**config.mk**
```make
export PLATFORM = sky130hd
export DESIGN_NAME = rauc_div_cell
export DESIGN_NICKNAME = d
export VERILOG_FILES = /design/src/sv/rauc_pkg.sv /design/src/sv/rauc_div_cell.sv
export SDC_FILE = /design/constraint.sdc
export NUM_CORES = 1
export LEC_CHECK = 0
export BUFFER_PORTS_ARGS = -buffer_cell sky130_fd_sc_hd__buf_2
export CORE_AREA = 5 5 150 152
export DETAILED_ROUTE_END_ITERATION = 6
export DIE_AREA = 0 0 155 157
export PLACE_DENSITY = 0.69
export SYNTH_ARGS = -nofsm -noshare
export SYNTH_HDL_FRONTEND = slang
export SYNTH_SLANG_ARGS = --single-unit
```
**constraint.sdc**
```tcl
create_clock -name aclk -period 5.9 [get_ports aclk]
set_clock_uncertainty 0.05 [all_clocks]
set_input_delay 0.295 -clock aclk [delete_from_list [all_inputs] [get_ports aclk]]
set_output_delay 0.295 -clock aclk [all_outputs]
set_load 0.05 [all_outputs]
```
**src/sv/rauc_pkg.sv**
```systemverilog
// Package for the raw audio unit converter: unit codes, status codes,
// widths and the record that travels down the divider chain. No dependencies.
package rauc_pkg;

    localparam int AMT_W  = 64;
    localparam int SCL_W  = 32;                 // numerator and denominator width
    localparam int QUO_W  = AMT_W - 1;          // quotient bits below saturation
    localparam int PROD_W = AMT_W + SCL_W;
    localparam int TIME_UNITS_PER_SECOND_DEF = 1000000000;

    localparam logic [1:0] UNIT_FRAMES = 2'd0;
    localparam logic [1:0] UNIT_BYTES  = 2'd1;
    localparam logic [1:0] UNIT_NS     = 2'd2;

    localparam logic [1:0] ST_OK          = 2'd0;
    localparam logic [1:0] ST_NO_META     = 2'd1;
    localparam logic [1:0] ST_UNSUPPORTED = 2'd2;

    localparam logic [0:0] REG_BYTES_PER_FRAME = 1'b0;
    localparam logic [0:0] REG_SAMPLE_RATE     = 1'b1;

    localparam logic [AMT_W-1:0] MAX_POS = {1'b0, {(AMT_W-1){1'b1}}};

    // result fixed before the divide, or saturated
    typedef struct packed {
        logic             direct;
        logic [AMT_W-1:0] amount;
        logic [1:0]       status;
        logic             ovf;
    } side_t;

    typedef struct packed {
        logic             valid;
        logic [SCL_W-1:0] rem;
        logic [QUO_W-1:0] work;   // dividend bits out, quotient bits in
        logic [SCL_W-1:0] den;
        side_t            side;
    } cell_t;

endpackage

```
**src/sv/rauc_div_cell.sv**
```systemverilog
// One restoring-division cell: produces one quotient bit and passes the
// record to its neighbor. Uses rauc_pkg.
module rauc_div_cell (
    input  logic            aclk,
    input  logic            aresetn,
    input  logic            en,
    input  rauc_pkg::cell_t cell_in,
    output rauc_pkg::cell_t cell_out
);
    import rauc_pkg::*;

    cell_t          c_reg;
    cell_t          c_next;
    logic [SCL_W:0] cur;
    logic           ge;

    always_comb begin
        cur = {cell_in.rem, cell_in.work[QUO_W-1]};
        ge  = cur >= {1'b0, cell_in.den};
        c_next      = cell_in;
        c_next.rem  = ge ? SCL_W'(cur - {1'b0, cell_in.den}) : cur[SCL_W-1:0];
        c_next.work = {cell_in.work[QUO_W-2:0], ge};
    end

    always_ff @(posedge aclk) begin
        if (!aresetn) begin
            c_reg.valid <= 1'b0;
        end else if (en) begin
            c_reg.valid <= c_next.valid;
        end
    end

    always_ff @(posedge aclk) begin
        if (en) begin
            c_reg.rem  <= c_next.rem;
            c_reg.work <= c_next.work;
            c_reg.den  <= c_next.den;
            c_reg.side <= c_next.side;
        end
    end

    assign cell_out = c_reg;

endmodule

```
==> impl_metrics.ini <==
[min_path]
hp-class = input port to flip-flop
hold_path_depth = 1

[final_layout]
area.growth.synth_to_final_pct = 54.6
finish.utilization = 0.599
final_layout_size_suffix_gt1_frac = 0.397
nNetsFinal = 1328
largest_register_ffs = 196

[route]
dr_total_vias = 6744
drt_iter0_markers = 370
dr.pass1.iters = 5
routedWlPerCell_um = 20.8
drc_errors = 0
viasPerCell = 4.86
wl_um = 28900
postRouteAntennaNets = 0

[synth]
synth_area_um2 = 8100
yosys.area.top_type_share = 0.723
synthCells = 541
synth_area_leader_cell = edfxtp_1
synth_flop_cell = edfxtp_1
synth-edff-count = 195
avgSynthCellArea_um2 = 15.0
synth_area_leaders = edfxtp_1, ha_1, a21oi_1, inv_1, xnor2_1
async_flop_share = 0
synth_seq_cells = 196
synth_seq_area_share = 0.725
synth_cell_types = 48
syn_nets = 773
synth_warnings = 0

[cts]
clockBufferDepth = 2
path_clk_slew_ns = 0.08
cts_tree = done
cts-root-buf = clkbuf_16
post_cts_buffers = 0
htreeDepth = 4
cts_resized = 0
clock_latency_ns = 0.44
clock_sinks = 196
cts_buffers = 17

[timing]
drv_slew = 0
setup_tns_ns = 0
rsz0062_at_grt = no
max_freq_ghz = 0.271
final_hold_viol_count = 0
relSlewSlack = 0.468
layout_min_cycle_time_ns = 3.70
worst_pin_slew_ns = 0.799
timing.hold.ws_ns = 0.0192
finalSetupViolations = 0
min_period_over_period = 0.626

[setup_path]
critical_path.max_stage_delay_ns = 0.54
worstSetupPathType = input port to flip-flop
reg2regPathDepth = 2
crit_top_cell = a21oi_1
cp_data_required_time_ns = 6.03
endpoint_kind = flip-flop
critPathArrivalTime_ns = 3.83
crit_fanout = 4
critPathLaunchType = input port
crit_chain = dlygate4sd3_1 -> buf_2 -> ha_1 -> fa_1 -> nand2b_1 -> a21oi_1 -> o21ai_0 -> o311a_1 -> a31oi_1 -> a21oi_1 -> o41ai_1 -> xor2_1 -> mux2_1
slowest_stage = dlygate4sd3_1

[floorplanning]
rows = 53
die_area_um2 = 24300
die_x_um = 155
core_region_area_um2 = 20900
initial_core_util = 0.388
fp.dieH_um = 157
pin_count = 395

[power_and_ir_drop]
clkPwrFrac = 0.294
swShare = 0.347
seqPwrFrac = 0.438
internal_power_w = 0.00256
power_density_nw_per_um2 = 313
switchingPower_w = 0.00136
pwr-share-comb = 0.269
ir_worst_vdd_mv = 0.195
leakage_nw = 5.48

[global_routing]
grt_pass1_wl_um = 42100
grt_pass1_vias = 6961
antenna_found_initial = 6
grt-ovfl-total = 0
grt_use_total = 0.230
grt_max_degree = 77

[placement]
routabilityCongestion = 0.933
hpwl_um = 20700
io_buffers = 394

[flow_run]
drv_cap = 0

[outcome]
status = finished clean
## cells by family (layout without fill, tap and decap cells)
| group | after synthesis | in the layout | synth area share |
|---|---|---|---|
| AOI/OAI and AO/OA | 118 | 118 | 0.0908 |
| xor gates and xnor gates | 27 | 27 | 0.0292 |
| adders and majority gates | 33 | 33 | 0.0519 |
| buffers and inverters | 55 | 623 | 0.0283 |
| DFF | 196 | 196 | 0.725 |
| muxes | 13 | 13 | 0.0176 |
| other | 0 | 4 | 0 |
| and+or+nand+nor | 99 | 99 | 0.0567 |
## per-stage QoR
| step | std cells | power, W | instance area (µm²) | worst slack [ns] |
|---|---|---|---|---|
| 6_report | 1388 | 0.00392 | 12500 | 2.20 |
| 5_1_grt | 1388 | 0.00407 | 12500 | 2.00 |
| 2_1_floorplan | 541 | 0.00241 | 8100 | 2.78 |
| 3_5_place_dp | 1197 | 0.00271 | 10400 | 2.33 |
| 3_3_place_gp | 1197 | 0.00270 | 10400 | 2.41 |
| 4_1_cts | 1384 | 0.00394 | 12500 | 2.23 |
## worst paths after layout
kind,to,slack (ns),from
worst max-delay path,cell_out[193],2.20,cell_in[68]
worst min-delay path,cell_out[156],0.02,cell_in[155]
worst max register to register,cell_out[195],5.19,cell_out[195]
worst min register to register,cell_out[195],0.54,cell_out[195]
## metal layers
layer  up-vias  wire length, µm  track usage  share of wire
met2       296            14700        0.400           0.51
li1       3150                -            -              -
met1      3235            11000        0.267           0.38
met3        59             1950       0.0594          0.067
met5         -               34            0         0.0012
met4         4             1230        0.111          0.043
## timing repair
item,4_1_cts,5_1_grt
endpoints found under the setup margin,0,0
hold buffers,155,0
endpoints found under the hold margin,155,0
## Yosys cell counts, drive strengths merged, types with 2 or more instances
| cell | n |
|---|---|
| a21oi | 54 |
| mux2i | 3 |
| nand2 | 27 |
| o41ai | 2 |
| and4 | 2 |
| xor2 | 11 |
| nand4 | 7 |
| o21ai | 17 |
| nor4 | 4 |
| clkbuf | 6 |
| inv | 38 |
| o21a | 6 |
| nor2b | 3 |
| a211oi | 4 |
| o21bai | 3 |
| a31oi | 5 |
| nand3 | 8 |
| edfxtp | 195 |
| mux2 | 10 |
| buf | 11 |
| ha | 32 |
| o211ai | 4 |
| a211o | 2 |
| xnor2 | 16 |
| o22ai | 2 |
| a21o | 12 |
| nor2 | 36 |
| a2bb2oi | 2 |
| nor3 | 2 |
| o31ai | 2 |
| nand2b | 4 |
## power by group through the flow
stage          combinational, W  clock [W]  sequential, W
2_1_floorplan          0.000212          0        0.00220
3_3_place_gp           0.000956          0        0.00174
3_5_place_dp           0.000965          0        0.00174
4_1_cts                 0.00105    0.00118        0.00171
5_1_grt                 0.00110    0.00124        0.00173
6_report                0.00105    0.00115        0.00172
## worst max-delay path, delay by kind of cell
| kind | cells | cell delay, ns |
|---|---|---|
| fa+ha+maj | 2 | 0.62 |
| compound gates | 6 | 1.64 |
| buf+inv | 2 | 0.67 |
| xor+xnor | 1 | 0.11 |
| mux | 1 | 0.30 |
| simple gates | 1 | 0.18 |
## layout by cell type (no fill, tap or decap), types with 2 or more instances in the layout
cell type      count
nor2_1            36
o22ai_1            2
o211ai_1           4
a21o_1            12
mux2_2             6
inv_8              3
xor2_1            11
ha_1              32
mux2i_1            3
edfxtp_1         195
mux2_1             4
a211o_1            2
a2bb2oi_1          2
diode_2            4
o21ai_0           16
nor3_1             2
nand2b_1           4
and4_1             2
o21a_1             6
xnor2_1           16
nand3_1            8
dlygate4sd3_1    155
nand4_1            7
buf_4              4
a31oi_1            5
nor2b_1            3
nand2_1           27
inv_6              2
a21oi_1           54
inv_1             38
nor4_1             4
o41ai_1            2
clkinv_4           5
a211oi_1           3
o21bai_1           3
buf_2            393
clkinv_8           4
clkbuf_16         17
## final cells by class
| class | count | area (µm²) |
|---|---|---|
| antenna | 4 | 10.0 |
| clock buffer | 18 | 429 |
| clock inverter | 14 | 160 |
| fill | 1635 | 8370 |
| inverter | 38 | 143 |
| multi-input combinational | 290 | 1990 |
| sequential | 196 | 5880 |
| tap | 275 | 344 |
| timing repair buffer | 553 | 3560 |
Power figures use the tool's default switching activity.
